==> src/design/mbwr_pkg.sv <==
package mbwr_pkg;

    // Frame layout and checksum constants.
    localparam logic [7:0]  FN_WRITE_SINGLE = 8'h06;
    localparam logic [15:0] CRC_SEED        = 16'hFFFF;
    localparam logic [15:0] CRC_POLY        = 16'hA001;
    localparam int          FRAME_LEN       = 8;
    localparam int          IDX_W           = $clog2(FRAME_LEN);

    // Configuration register indexes.
    localparam int          CFG_IDX_W       = 1;
    localparam int          CFG_DATA_W      = 8;
    localparam logic [CFG_IDX_W-1:0] CFG_SLAVE_ID     = 1'b0;
    localparam logic [CFG_IDX_W-1:0] CFG_LINK_ENABLED = 1'b1;

    // Result status codes.
    typedef enum logic [1:0] {
        ERR_NONE       = 2'd0,
        ERR_LINK_DOWN  = 2'd1,
        ERR_SLAVE_ZERO = 2'd2
    } err_t;

    // One framing job as handed from the request stage to the serializer.
    typedef struct packed {
        logic [15:0] addr;
        logic [15:0] value;
        logic [7:0]  slave;
        err_t        err;
        logic [31:0] count;
    } job_t;

    // Fold one byte into the Modbus CRC-16, least significant bit first.
    function automatic logic [15:0] crc_byte(input logic [15:0] crc_in,
                                             input logic [7:0]  data);
        logic [15:0] acc;
        acc = crc_in ^ {8'h00, data};
        for (int b = 0; b < 8; b++)
        begin
            if (acc[0])
            begin
                acc = (acc >> 1) ^ CRC_POLY;
            end
            else
            begin
                acc = acc >> 1;
            end
        end
        return acc;
    endfunction

endpackage

==> src/design/mbwr_req_if.sv <==
interface mbwr_req_if import mbwr_pkg::*; ();
    logic        valid;
    logic        ready;
    logic [15:0] register_address;
    logic [15:0] register_value;

    modport source (output valid, output register_address, output register_value,
                    input ready);
    modport sink (input valid, input register_address, input register_value,
                  output ready);
endinterface

==> src/design/mbwr_res_if.sv <==
interface mbwr_res_if import mbwr_pkg::*; ();
    logic        valid;
    logic        ready;
    logic [7:0]  frame_byte;
    logic        last_byte;
    logic [1:0]  error_code;
    logic [31:0] frames_sent;

    modport source (output valid, output frame_byte, output last_byte,
                    output error_code, output frames_sent, input ready);
    modport sink (input valid, input frame_byte, input last_byte,
                  input error_code, input frames_sent, output ready);
endinterface

==> src/design/modbus_write_register_framer.sv <==
// Modbus RTU write-single-register framer with CRC-16.
// The request is held in the request stage register and then loaded into the
// serializer's job register, which sends the frame one byte per cycle while the
// sink is ready; a rejected request yields a single zero byte marked last.
// Reset: slave id 1, link disabled, frame count zero, all stages empty.
module modbus_write_register_framer import mbwr_pkg::*; (
    input  logic                   clk,
    input  logic                   rst_n,
    mbwr_req_if.sink               req,
    mbwr_res_if.source             res,
    input  logic                   cfg_we,
    input  logic [CFG_IDX_W-1:0]   cfg_index,
    input  logic [CFG_DATA_W-1:0]  cfg_data
);

    logic [7:0]  slave_id_reg;
    logic        link_enabled_reg;
    logic [31:0] count_reg;
    logic [31:0] count_next;
    logic        held_valid;
    logic [15:0] held_addr;
    logic [15:0] held_value;
    logic        job_ready;
    logic        take;
    job_t        job;

    mbwr_req_stage u_req_stage (
        .clk        (clk),
        .rst_n      (rst_n),
        .req        (req),
        .take       (take),
        .held_valid (held_valid),
        .held_addr  (held_addr),
        .held_value (held_value)
    );

    assign take = held_valid && job_ready;

    // Request check and frame count update.
    always_comb
    begin
        job.addr   = held_addr;
        job.value  = held_value;
        job.slave  = slave_id_reg;
        count_next = count_reg;
        if (!link_enabled_reg)
        begin
            job.err = ERR_LINK_DOWN;
        end
        else if (slave_id_reg == 8'h00)
        begin
            job.err = ERR_SLAVE_ZERO;
        end
        else
        begin
            job.err = ERR_NONE;
        end
        if (take && job.err == ERR_NONE)
        begin
            count_next = count_reg + 32'd1;
        end
        job.count = (job.err == ERR_NONE) ? count_reg + 32'd1 : count_reg;
    end

    // Configuration registers and frame counter.
    always_ff @(posedge clk or negedge rst_n)
    begin
        if (!rst_n)
        begin
            slave_id_reg     <= 8'd1;
            link_enabled_reg <= 1'b0;
            count_reg        <= '0;
        end
        else
        begin
            count_reg <= count_next;
            if (cfg_we)
            begin
                case (cfg_index)
                    CFG_SLAVE_ID:     slave_id_reg     <= cfg_data[7:0];
                    CFG_LINK_ENABLED: link_enabled_reg <= cfg_data[0];
                    default:          ;
                endcase
            end
        end
    end

    mbwr_serializer u_serializer (
        .clk       (clk),
        .rst_n     (rst_n),
        .job_valid (held_valid),
        .job_ready (job_ready),
        .job       (job),
        .res       (res)
    );

endmodule

==> src/design/mbwr_req_stage.sv <==
module mbwr_req_stage import mbwr_pkg::*; (
    input  logic         clk,
    input  logic         rst_n,
    mbwr_req_if.sink     req,
    input  logic         take,
    output logic         held_valid,
    output logic [15:0]  held_addr,
    output logic [15:0]  held_value
);

    logic        valid_reg;
    logic        valid_next;
    logic [15:0] addr_reg;
    logic [15:0] value_reg;
    logic        accept;

    // The register is free when empty or when its item leaves this cycle.
    assign req.ready  = !valid_reg || take;
    assign accept     = req.valid && req.ready;

    always_comb
    begin
        valid_next = valid_reg;
        if (accept)
        begin
            valid_next = 1'b1;
        end
        else if (take)
        begin
            valid_next = 1'b0;
        end
    end

    // Valid flag.
    always_ff @(posedge clk or negedge rst_n)
    begin
        if (!rst_n)
        begin
            valid_reg <= 1'b0;
        end
        else
        begin
            valid_reg <= valid_next;
        end
    end

    // Payload capture.
    always_ff @(posedge clk)
    begin
        if (accept)
        begin
            addr_reg  <= req.register_address;
            value_reg <= req.register_value;
        end
    end

    assign held_valid = valid_reg;
    assign held_addr  = addr_reg;
    assign held_value = value_reg;

endmodule

==> src/design/mbwr_serializer.sv <==
module mbwr_serializer import mbwr_pkg::*; (
    input  logic        clk,
    input  logic        rst_n,
    input  logic        job_valid,
    output logic        job_ready,
    input  job_t        job,
    mbwr_res_if.source  res
);

    localparam logic [IDX_W-1:0] POS_SLAVE   = IDX_W'(0);
    localparam logic [IDX_W-1:0] POS_FUNC    = IDX_W'(1);
    localparam logic [IDX_W-1:0] POS_ADDR_HI = IDX_W'(2);
    localparam logic [IDX_W-1:0] POS_ADDR_LO = IDX_W'(3);
    localparam logic [IDX_W-1:0] POS_VAL_HI  = IDX_W'(4);
    localparam logic [IDX_W-1:0] POS_VAL_LO  = IDX_W'(5);
    localparam logic [IDX_W-1:0] POS_CRC_LO  = IDX_W'(6);
    localparam logic [IDX_W-1:0] POS_CRC_HI  = IDX_W'(FRAME_LEN - 1);

    logic             busy_reg;
    logic             busy_next;
    job_t             job_reg;
    logic [IDX_W-1:0] idx_reg;
    logic [IDX_W-1:0] idx_next;
    logic [15:0]      crc_reg;
    logic [15:0]      crc_next;
    logic [7:0]       cur_byte;
    logic             cur_last;
    logic             fire;
    logic             load;

    // Byte selection for the current frame position.
    always_comb
    begin
        case (idx_reg)
            POS_SLAVE:   cur_byte = job_reg.slave;
            POS_FUNC:    cur_byte = FN_WRITE_SINGLE;
            POS_ADDR_HI: cur_byte = job_reg.addr[15:8];
            POS_ADDR_LO: cur_byte = job_reg.addr[7:0];
            POS_VAL_HI:  cur_byte = job_reg.value[15:8];
            POS_VAL_LO:  cur_byte = job_reg.value[7:0];
            POS_CRC_LO:  cur_byte = crc_reg[7:0];
            POS_CRC_HI:  cur_byte = crc_reg[15:8];
            default:     cur_byte = 8'h00;
        endcase
        if (job_reg.err != ERR_NONE)
        begin
            cur_byte = 8'h00;
        end
    end

    assign cur_last  = (job_reg.err != ERR_NONE) || (idx_reg == POS_CRC_HI);
    assign fire      = res.valid && res.ready;
    assign job_ready = !busy_reg || (fire && cur_last);
    assign load      = job_valid && job_ready;

    // Sequencing: a new job loads as the previous one's last item leaves.
    always_comb
    begin
        busy_next = busy_reg;
        idx_next  = idx_reg;
        crc_next  = crc_reg;
        if (load)
        begin
            busy_next = 1'b1;
            idx_next  = POS_SLAVE;
            crc_next  = CRC_SEED;
        end
        else if (fire)
        begin
            if (cur_last)
            begin
                busy_next = 1'b0;
            end
            else
            begin
                idx_next = idx_reg + IDX_W'(1);
                if (idx_reg < POS_CRC_LO)
                begin
                    crc_next = crc_byte(crc_reg, cur_byte);
                end
            end
        end
    end

    // Control state.
    always_ff @(posedge clk or negedge rst_n)
    begin
        if (!rst_n)
        begin
            busy_reg <= 1'b0;
            idx_reg  <= '0;
        end
        else
        begin
            busy_reg <= busy_next;
            idx_reg  <= idx_next;
        end
    end

    // Job payload and running checksum.
    always_ff @(posedge clk)
    begin
        if (load)
        begin
            job_reg <= job;
        end
        crc_reg <= crc_next;
    end

    assign res.valid       = busy_reg;
    assign res.frame_byte  = cur_byte;
    assign res.last_byte   = cur_last;
    assign res.error_code  = job_reg.err;
    assign res.frames_sent = job_reg.count;

endmodule
==> src/flat_wrapper.sv <==
// flat-port wrapper written by rule: the top's interface ports become plain ports
module modbus_write_register_framer_flat import mbwr_pkg::*;
  (clk, rst_n, cfg_we, cfg_index, cfg_data, req_valid, req_register_address, req_register_value, req_ready, res_valid, res_frame_byte, res_last_byte, res_error_code, res_frames_sent, res_ready);
  mbwr_req_if req_i ();
  mbwr_res_if res_i ();
  input  logic clk;
  input  logic rst_n;
  input  logic cfg_we;
  input  logic [CFG_IDX_W-1:0] cfg_index;
  input  logic [CFG_DATA_W-1:0] cfg_data;
  input wire logic [$bits(req_i.valid)-1:0] req_valid;
  input wire logic [$bits(req_i.register_address)-1:0] req_register_address;
  input wire logic [$bits(req_i.register_value)-1:0] req_register_value;
  output wire logic [$bits(req_i.ready)-1:0] req_ready;
  output wire logic [$bits(res_i.valid)-1:0] res_valid;
  output wire logic [$bits(res_i.frame_byte)-1:0] res_frame_byte;
  output wire logic [$bits(res_i.last_byte)-1:0] res_last_byte;
  output wire logic [$bits(res_i.error_code)-1:0] res_error_code;
  output wire logic [$bits(res_i.frames_sent)-1:0] res_frames_sent;
  input wire logic [$bits(res_i.ready)-1:0] res_ready;
  assign req_i.valid = req_valid;
  assign req_i.register_address = req_register_address;
  assign req_i.register_value = req_register_value;
  assign req_ready = req_i.ready;
  assign res_valid = res_i.valid;
  assign res_frame_byte = res_i.frame_byte;
  assign res_last_byte = res_i.last_byte;
  assign res_error_code = res_i.error_code;
  assign res_frames_sent = res_i.frames_sent;
  assign res_i.ready = res_ready;
  modbus_write_register_framer u_core (.clk(clk), .rst_n(rst_n), .req(req_i), .res(res_i), .cfg_we(cfg_we), .cfg_index(cfg_index), .cfg_data(cfg_data));
endmodule
==> config.mk <==
export PLATFORM = sky130hd
export DESIGN_NAME = modbus_write_register_framer_flat
export DESIGN_NICKNAME = d
export VERILOG_FILES = /design/src/design/mbwr_pkg.sv /design/src/design/mbwr_req_if.sv /design/src/design/mbwr_res_if.sv /design/src/design/modbus_write_register_framer.sv /design/src/design/mbwr_req_stage.sv /design/src/design/mbwr_serializer.sv /design/src/flat_wrapper.sv
export SDC_FILE = /design/constraint.sdc
export NUM_CORES = 1
export LEC_CHECK = 0
export BUFFER_PORTS_ARGS = -buffer_cell sky130_fd_sc_hd__buf_4
export CAP_MARGIN = 40
export CORE_ASPECT_RATIO = 1.1
export CORE_MARGIN = 8
export CORE_UTILIZATION = 30
export DETAILED_ROUTE_END_ITERATION = 6
export GPL_TIMING_DRIVEN = 0
export SLEW_MARGIN = 20
export SYNTH_ARGS = -nofsm -noshare
export SYNTH_HDL_FRONTEND = slang
export SYNTH_HIERARCHICAL = 1
export SYNTH_SLANG_ARGS = --single-unit
==> constraint.sdc <==
create_clock -name clk -period 4.5 [get_ports clk]
set_clock_uncertainty 0.15 [all_clocks]
set_input_delay 0.9 -clock clk [delete_from_list [all_inputs] [get_ports clk]]
set_output_delay 0.9 -clock clk [all_outputs]
set_load 0.1 [all_outputs]
== Word-level counts from Yosys, hierarchy flattened ==
Cells that the tools add are included.
Operators by class
  shift operators: 0
  eq/ne operators: 8
  divide/modulo/power cells: 0
  order comparisons: 1
  bitwise operators: 11
  $add $sub $neg: 2
  multiply operators: 0
  mux-type cells: 49
  reduce and logical (&&, ||, !) cells: 22
Operators with widths (count)
  two-way mux 16 bit: 36
  case mux 8 bit (8 select lines): 1
  adder 32 x 1 -> 32 bit (second input constant): 1
  two-way mux 32 bit: 1
  inverter 2 -> 3 bit: 8
  bitwise XOR 16 x 8 -> 16 bit: 1
  equality test 3 bit (second input constant): 4
  two-way mux 3 bit: 3
  logical NOT 8 bit: 1
  two-way mux 8 bit: 1
  AND reduction 2 bit: 4
  nonzero test 2 bit: 4
  equality test 3 x 2 -> 1 bit (second input constant): 2
  logical AND 1 bit: 5
  two-way mux 1 bit: 5
  two-way mux 2 bit: 2
  adder 3 x 1 -> 3 bit (second input constant): 1
  equality test 3 x 1 -> 1 bit (second input constant): 1
  logical NOT 3 bit: 1
  logical OR 1 bit: 3
  less-than comparator 3 bit (second input constant): 1
  AND reduction 3 bit: 1
  logical NOT 1 bit: 2
  logical NOT 2 bit: 1
  other kinds (2): 3
Word-level totals
  latch bits: 0
  memory bits (writable): 0
  memory bits (read-only): 0
  output and inout bits: 45
  memories: 0
  flip-flop bits (word level): 168

== Depth between registers and ports, before layout ==
Gate-level depths: netlist (run 1).
  depth after elaboration: 48
  depth in mapped cells: 14

== By module ==
Netlist (run 1), hierarchy kept.
By module, submodules not included
  mbwr_serializer: cells an instance 288, times used 1, area each 4040.1 sq um
  modbus_write_register_framer: cells an instance 257, times used 1, area each 2592.5 sq um
  mbwr_req_stage: cells an instance 36, times used 1, area each 1014.7 sq um

== Worst setup path before layout (run 1) ==
No wires, ideal clock.
  kind: reg2reg
  start point: reg u_core.u_serializer.idx_reg[2]
  end point: reg u_core.u_serializer.crc_reg[14]
  period minus slack after synthesis: 5.096 ns
  setup time: 0.064 ns
  data arrival time: 4.882 ns
  setup slack: -0.596 ns
  buffers on the path: 4
  cell stages (with the launch flop): 15
  data required time: 4.286 ns
  path through: dfrtp_1 clkbuf_1 inv_1 ha_1 buf_2 or3_1 buf_2 or2_1 buf_6 a31oi_1 xnor2_1 xnor2_1 xnor3_1 or3_1 nand4_1
On the way
  longest elaborated chain between the ends: 41
  elaborated cells between the ends (all ways): 60
  those cells by class: order compare: 1; eq/ne: 7; mux: 38; bitwise: 8; reduce/logical: 6
RTL lines
  start: declaration: line mbwr_serializer.sv:22  | logic [IDX_W-1:0] idx_reg;
  start signal: assignment: line mbwr_serializer.sv:96  | idx_reg <= idx_next;
  equality test 3 bit (tied with other cells): line mbwr_serializer.sv:34  | case (idx_reg)
  case mux 8 bit (8 select lines) (*): line mbwr_serializer.sv:34
  two-way mux 8 bit (*): line mbwr_serializer.sv:45  | if (job_reg.err != ERR_NONE)
  named net res_frame_byte[4]: line flat_wrapper.sv:16  | output wire logic [$bits(res_i.frame_byte)-1:0] res_frame_byte;
  bitwise XOR 16 x 8 -> 16 bit (*): line mbwr_pkg.sv:36  | acc = crc_in ^ {8'h00, data};
  two-way mux 16 bit (*): line mbwr_pkg.sv:39  | if (acc[0])
  two-way mux 16 bit (*): line mbwr_serializer.sv:77  | if (idx_reg < POS_CRC_LO)
  two-way mux 16 bit (*): line mbwr_serializer.sv:70  | if (cur_last)
  [... 26 more ...]
  two-way mux 16 bit (*): line mbwr_serializer.sv:68  | else if (fire)
  two-way mux 16 bit (*): line mbwr_serializer.sv:62  | if (load)
  two-way mux 16 bit (*): line mbwr_pkg.sv:39
  two-way mux 16 bit (*): line mbwr_serializer.sv:77
  two-way mux 16 bit (*): line mbwr_serializer.sv:70
  two-way mux 16 bit (*): line mbwr_serializer.sv:68
  two-way mux 16 bit (*): line mbwr_serializer.sv:62
  two-way mux 16 bit (*): line mbwr_pkg.sv:39
  end signal: assignment: line mbwr_serializer.sv:107  | crc_reg <= crc_next;
  end: declaration: line mbwr_serializer.sv:24  | logic [15:0] crc_reg;
The timed path passes the listed nets; every way through them passes the cells marked *. The select of a mux whose other input is x is not followed.
A chain may end at the register's enable or synchronous reset.

== Worst setup path after layout (run 1) ==
  start point: reg u_core.u_serializer.idx_reg[2]
  end point: out res_frame_byte[0]
On the way
  longest elaborated chain between the ends: 3
  elaborated cells between the ends (all ways): 10
  those cells by class: eq/ne: 7; mux: 2; reduce/logical: 1
RTL lines (line)
  equality test 3 bit (tied with other cells): mbwr_serializer.sv:34
  case mux 8 bit (8 select lines) (*): mbwr_serializer.sv:34
  two-way mux 8 bit (*): mbwr_serializer.sv:45
  end: declaration: flat_wrapper.sv:16
Every way passes the cells marked *; elsewhere a longest branch is shown, timed or not.

==> results of run 1 <==
[power by group through the flow]
stage / Clock, mW / Combinational [mW] / Sequential [mW]
2_1_floorplan: 0 / 1.12 / 2.00
3_3_place_gp: 0 / 1.43 / 2.03
3_5_place_dp: 0 / 1.44 / 2.03
4_1_cts: 1.46 / 1.45 / 2.00
5_1_grt: 1.50 / 1.52 / 2.02
6_report: 1.42 / 1.44 / 2.00
[stage by stage]
step	instances	cell area, sq um	hold slack [ns]	total power, mW
global placement	985	8750	0.252	3.46
floorplan	581	7690	0.250	3.12
detailed placement	989	8800	0.255	3.47
global route	1021	9380	0.271	5.05
finish	1021	9380	0.266	4.85
CTS	1020	9380	0.268	4.90
[how the worst min path moves through the flow]
stage / to / slack [ns] / cells after the start
global placement: u_core/u_serializer/job_reg[63] / 0.25 / 0
floorplan: u_core/u_serializer/job_reg[42] / 0.25 / 0
CTS: u_core/u_serializer/job_reg[45] / 0.27 / 0
detailed placement: u_core/u_serializer/job_reg[62] / 0.25 / 0
finish: u_core/u_serializer/job_reg[45] / 0.27 / 0
global route: u_core/u_serializer/job_reg[62] / 0.27 / 0
[placed cells by master (no fill, tap or decap), types with 16 or more instances in the layout]
cell type and instances:
nand3_1 25, nand2_1 51, dfxtp_1 16, xor2_1 21, clkbuf_16 17, buf_4 129, dfrtp_1 44, nand4_1 23
edfxtp_1 106, xnor2_1 57
[critical path, stage by stage, from the launching register on]
cell and delay (ns):
dfrtp_2 0.50, inv_1 0.26, ha_1 0.28, buf_2 0.19
or3_1 0.31, buf_2 0.18, or2_1 0.25, buf_6 0.15
a311oi_4 0.35, buf_4 0.35
[cell usage after synthesis (all sizes together), types with 2 or more instances]
library cell,n
inv,8
buf,53
nor2b,2
nor2,10
a22o,9
mux2,11
or3,2
nor4,12
or4,5
a211oi,2
nand3,25
dfrtp,45
and4,7
a31oi,3
a311oi,6
a21oi,7
xnor2,58
o31ai,4
o211ai,9
a222oi,3
dfxtp,16
mux2i,6
a21o,3
nand3b,4
xor2,21
nand2,51
nand4,25
and3,5
o21ai,6
nand2b,3
or2,3
ha,7
clkbuf,14
nor4b,3
nor3,10
edfxtp,106
a22oi,7
xnor3,2
and2,2
o22ai,2
[area by class of cell]
type | instances | area [sq um]
fillers | 2456 | 15800
repair buffers | 94 | 719
clock inverters | 15 | 151
inverters | 8 | 32.5
clock buffers | 17 | 425
plain buffers | 66 | 443
flip-flops and latches | 168 | 4660
multi-input cells | 338 | 2560
well taps | 315 | 394
[routing by layer]
metal	track usage, %	wire length, um	up-vias	part of all wire, %
li1	-	-	2348	-
met1	14.9	7960	2373	45
met2	18.8	8700	115	49
met3	2.53	747	18	4.2
met4	4.11	306	0	1.7
met5	0	0	-	0
[kinds of logic after synthesis]
kind of cell	Yosys count	synth area share, %
buf+inv	75	6.23
simple gates	170	13.1
fa+ha+maj	7	1.15
mux	17	2.41
flops	168	60.9
xor+xnor	81	9.74
compound gates	63	6.48
[timing repair]
item	4_1_cts	5_1_grt
gates resized for setup	1	0
endpoints found under the setup margin	6	0
setup buffers	0	0
==> impl_metrics.yaml, run 1 <==
outcome:
  status: "finished clean"
critical_path:
  cp-endpoint: "res_frame_byte[0]"
  r2r_cells: 13
  arrival_ns: 3.24
  regToRegSetupSlack_ns: 0.45
  cp-end-kind: "output pin"
  cp-start-kind: "flip-flop"
  cp.required_ns: 3.45
  setup.worst_path.class: "reg2out"
  critPathLaunch: "u_core/u_serializer/idx_reg[2]"
  r2r_end: "u_core/u_serializer/crc_reg[14]"
  r2r-start: "u_core/u_serializer/idx_reg[2]"
  crit_fanout: 10
timing:
  slew_headroom_pct: 47.2
  finalWorstSetupSlack_ns: 0.208
  tightestPinTransition_ns: 0.787
  max_freq_mhz: 233
  finalCriticalPeriod_ns: 4.29
  fin_crit_sh_pct: 95.4
  maxSlewViolCount: 0
  setup_tns_ns: 0
  rsz0062_at_grt: "no"
  setup_violations: 0
  hold_viol_final: 0
final_layout:
  synthToLayoutAreaGrowth_pct: 22.7
  antenna_cells: 0
  drive_above_1_share_pct: 30.9
  finish.utilization_pct: 37.3
  largest_reg_flops: 40
  nNetsFinal: 746
logic_synthesis:
  synth_nets: 634
  syn-cell-area_sq_um: 7650
  synthTopCellsByArea: "edfxtp_1, dfrtp_1, xnor2_1, dfxtp_1, buf_4"
  syn_area_per_cell_sq_um: 13.2
  async_reset_ff_share_pct: 27.4
  ys_types: 58
  yosys_warnings: 6
  ys_ff_latch: 168
  synth_top_area_cell: "edfxtp_1"
  synth-main-ff-cell: "edfxtp_1"
  synth_top_area_share_pct: 41.6
  synth-seq-area-share_pct: 60.9
  synthCells: 581
  synth_edf_count: 106
grt:
  grt_max_degree: 49
  grt_first_pass_wirelength_mm: 27.6
  grt_usage_pct: 11.5
  grt_pass1_vias: 4831
  overflow: 0
  antenna_found_initial: 0
pwr:
  pwr_density_cell_nw_per_um2: 517
  swShare_pct: 36.3
  power_frac_seq_pct: 41.2
  clockPowerShare_pct: 29.2
  switchingPower_mw: 1.76
  peakVddDrop_mv: 0.258
  p_int_mw: 3.09
  leakage_nw: 3.68
  combPwrFrac_pct: 29.6
clock_tree:
  cts_max_level: 4
  clock_path_buffers: 2
  insertion_delay_ns: 0.42
  cts_num_sinks: 168
  clk_pin_slew_worst_paths_ns: 0.07
  cts_tree: "yes"
  cts_buffers: 17
  holdBufCountCts: 0
  cts-root-buf: "clkbuf_16"
routing:
  via_per_inst: 4.75
  drc: 0
  drtIter0Drc: 306
  vias: 4854
  wirelength_mm: 17.7
  ant_nets: 0
  firstDrtPassIters: 5
  wl_per_cell_um: 17.3
floorplanning:
  die_w_um: 168
  dieHeight_um: 183
  coreArea_sq_um: 25200
  placementRows: 61
  ioPinCount: 91
  dieArea_sq_um: 30900
  initial_core_util_pct: 30.4
placed_design:
  port_buffers: 89
  preCtsSetupSlack_ns: 0.0759
  place_congestion: 0.838
  dp_hpwl_mm: 12.7
run:
  maxCapViolCount: 0
hold_path:
  hold_path_startpoint: "u_core/u_req_stage/held_value[3]"
  min_path_type: "reg2reg"
Note: power is estimated with default switching activity, not from simulation.
==> inputs of run 2 (changes only) <==
- clock period: 4.5 -> 3.55 ns (I/O delays scaled with it)
==> run 2 against run 1 <==
Count of clock-buffer cells in the layout is 9 higher; die area stayed put; critical endpoint is now u_core/u_serializer/crc_reg[14]; sequential share of layout area is 1.3 points lower; critical path type is now reg2reg; register-to-register slack worse by 0.39 ns; flip-flop and latch count stayed put; non-clock buffer count is 10 higher; largest power group unchanged; cell count is 0.98% higher; first-iteration DRC count is 16% higher; critical path depth is 1 higher; setup slack worse by 0.15 ns; core utilization is 1.0 points higher.
==> impl_metrics.yaml, run 2 (synthesis gave the netlist of run 1 again) <==
outcome:
  status: "finished clean"
grt:
  grt_pass1_vias: 4963
  grt_max_degree: 52
  overflow: 0
  busiest_layer: "met2"
  grt_usage_pct: 12.0
  antenna_found_initial: 0
  use_met3_pct: 3.24
  grt_first_pass_wirelength_mm: 28.1
  use_met2_pct: 19.5
  grtUsageMet1_pct: 15.0
placed_design:
  port_buffers: 89
  place_congestion: 0.846
  dp_hpwl_mm: 12.8
critical_path:
  crit_fanout: 7
  cp.required_ns: 3.76
  r2r_cells: 10
  critPathLaunch: "u_core/u_serializer/idx_reg[1]"
  cp_top_family: "XOR/XNOR gates"
  r2r_end: "u_core/u_serializer/crc_reg[14]"
  slowest_stage: "xnor3_2"
  cp-end-kind: "flip-flop"
  regToRegSetupSlack_ns: 0.06
  cp-start-kind: "flip-flop"
  r2r-start: "u_core/u_serializer/idx_reg[1]"
  setup.worst_path.class: "reg2reg"
  crit_chain: "ha_4, ha_1, or3_4, o31ai_1, a31oi_2, xnor2_1, xnor2_2, xnor3_2, or3_1, nand4_1"
  max_stage_delay_ns: 0.49
  arrival_ns: 3.70
  cp_num_buf_inv: 0
timing:
  maxSlewViolCount: 0
  max_freq_mhz: 287
  fin_crit_sh_pct: 98.3
  setup_violations: 0
  tightestPinTransition_ns: 0.842
  worst_hold_slack_ns: 0.152
  hold_viol_final: 0
  finalCriticalPeriod_ns: 3.49
  slew_headroom_pct: 43.9
  rsz0062_at_grt: "yes"
floorplanning:
  die_w_um: 168
  ioPinCount: 91
  dieArea_sq_um: 30900
  dieHeight_um: 183
  initial_core_util_pct: 30.4
  coreArea_sq_um: 25200
  placementRows: 61
final_layout:
  layout_common_cells: "buf_4, edfxtp_1, xnor2_1"
  antenna_cells: 0
  largest_reg_flops: 40
  synthToLayoutAreaGrowth_pct: 26.1
  nNetsFinal: 756
  final_common_cell: "buf_4"
  drive_above_1_share_pct: 34.5
  finish.utilization_pct: 38.3
clock_tree:
  cts_tree: "yes"
  clock_path_buffers: 2
  clk_pin_slew_worst_paths_ns: 0.06
  insertion_delay_ns: 0.42
  cts_buffers: 17
  cts_num_sinks: 168
  cts_max_level: 4
  cts-root-buf: "clkbuf_16"
routing:
  ant_nets: 0
  drc: 0
  vias: 4906
  drtIter0Drc: 354
  via_per_inst: 4.76
  wl_per_cell_um: 17.6
  firstDrtPassIters: 5
  wirelength_mm: 18.2
pwr:
  pwr_density_cell_nw_per_um2: 658
  peakVddDrop_mv: 0.338
  leakage_nw: 3.78
run:
  maxCapViolCount: 0
hold_path:
  min_path_type: "in2async"
run 2: changes by cell type in the layout (fill, tap and decap cells not counted), sizes merged:
cell    delta
buf       +13
clkinv     -1
inv        -9
clkbuf     +6
bufinv     +1
run 2: what timing repair did:
| item | in CTS | in global routing |
|---|---|---|
| setup endpoints to repair | 64 | 62 |
| hold buffers | 0 | 0 |
| buffers inserted | 9 | 5 |
| pin swaps | 5 | 8 |
| gates cloned | 0 | 0 |
| endpoints found under the hold margin | 0 | 0 |
| gates resized for setup | 20 | 12 |
run 2: area by class of cell:
| type | count | area (sq um) |
|---|---|---|
| Multi-Input combinational cell | 338 | 2660 |
| Inverter | 8 | 35.0 |
| Sequential cell | 168 | 4660 |
| Buffer | 63 | 443 |
| Fill cell | 2424 | 15500 |
| Tap cell | 315 | 394 |
| Timing Repair Buffer | 107 | 855 |
| Clock inverter | 6 | 57.6 |
| Clock buffer | 26 | 543 |
run 2: worst max-delay path by stage:
stage	end	slack, ns	depth (start not counted)
finish	u_core/u_serializer/crc_reg[14]	0.06	10
global route	res_frame_byte[0]	-0.007	9
CTS	res_frame_byte[0]	-0.03	8
detailed placement	u_core/u_serializer/crc_reg[14]	-0.26	12
global placement	u_core/u_serializer/res.frames_sent[15]	-0.64	10
floorplan	u_core/u_serializer/crc_reg[14]	-0.68	13
run 2: layer usage:
metal  wire length [um]  share of wire [%]
met1               8040                 44
met2               8960                 49
met3                921                5.1
met4                272                1.5
met5                  0                  0
run 2: stage by stage:
step	total power, mW	setup WS, ns	cells	setup TNS, ns	cell area, sq um
finish	6.35	0.0596	1031	0	9640
global route	6.61	-0.00654	1031	-0.00889	9640
CTS	6.36	-0.0347	1027	-0.0584	9580
detailed placement	4.43	-0.257	989	-1.89	8860
global placement	4.40	-0.641	985	-47.46	8810
floorplan	3.97	-0.680	581	-2.30	7750
run 2: power by group:
group	internal (mW)	leakage, nW	switching [mW]
Combinational	0.697	1.75	1.26
Sequential	2.38	1.75	0.163
Clock	1.12	0.287	0.724
Total	4.20	3.78	2.15
run 2: worst register-to-register path, delay by kind of cell (launching register included):
| family | cells | cell delay (ns) |
|---|---|---|
| XOR/XNOR | 3 | 1.08 |
| adder cells (fa/ha/maj) | 2 | 0.36 |
| AO/OA/AOI/OAI | 2 | 0.59 |
| AND/OR/NAND/NOR | 3 | 0.81 |
| flip-flops | 1 | 0.44 |
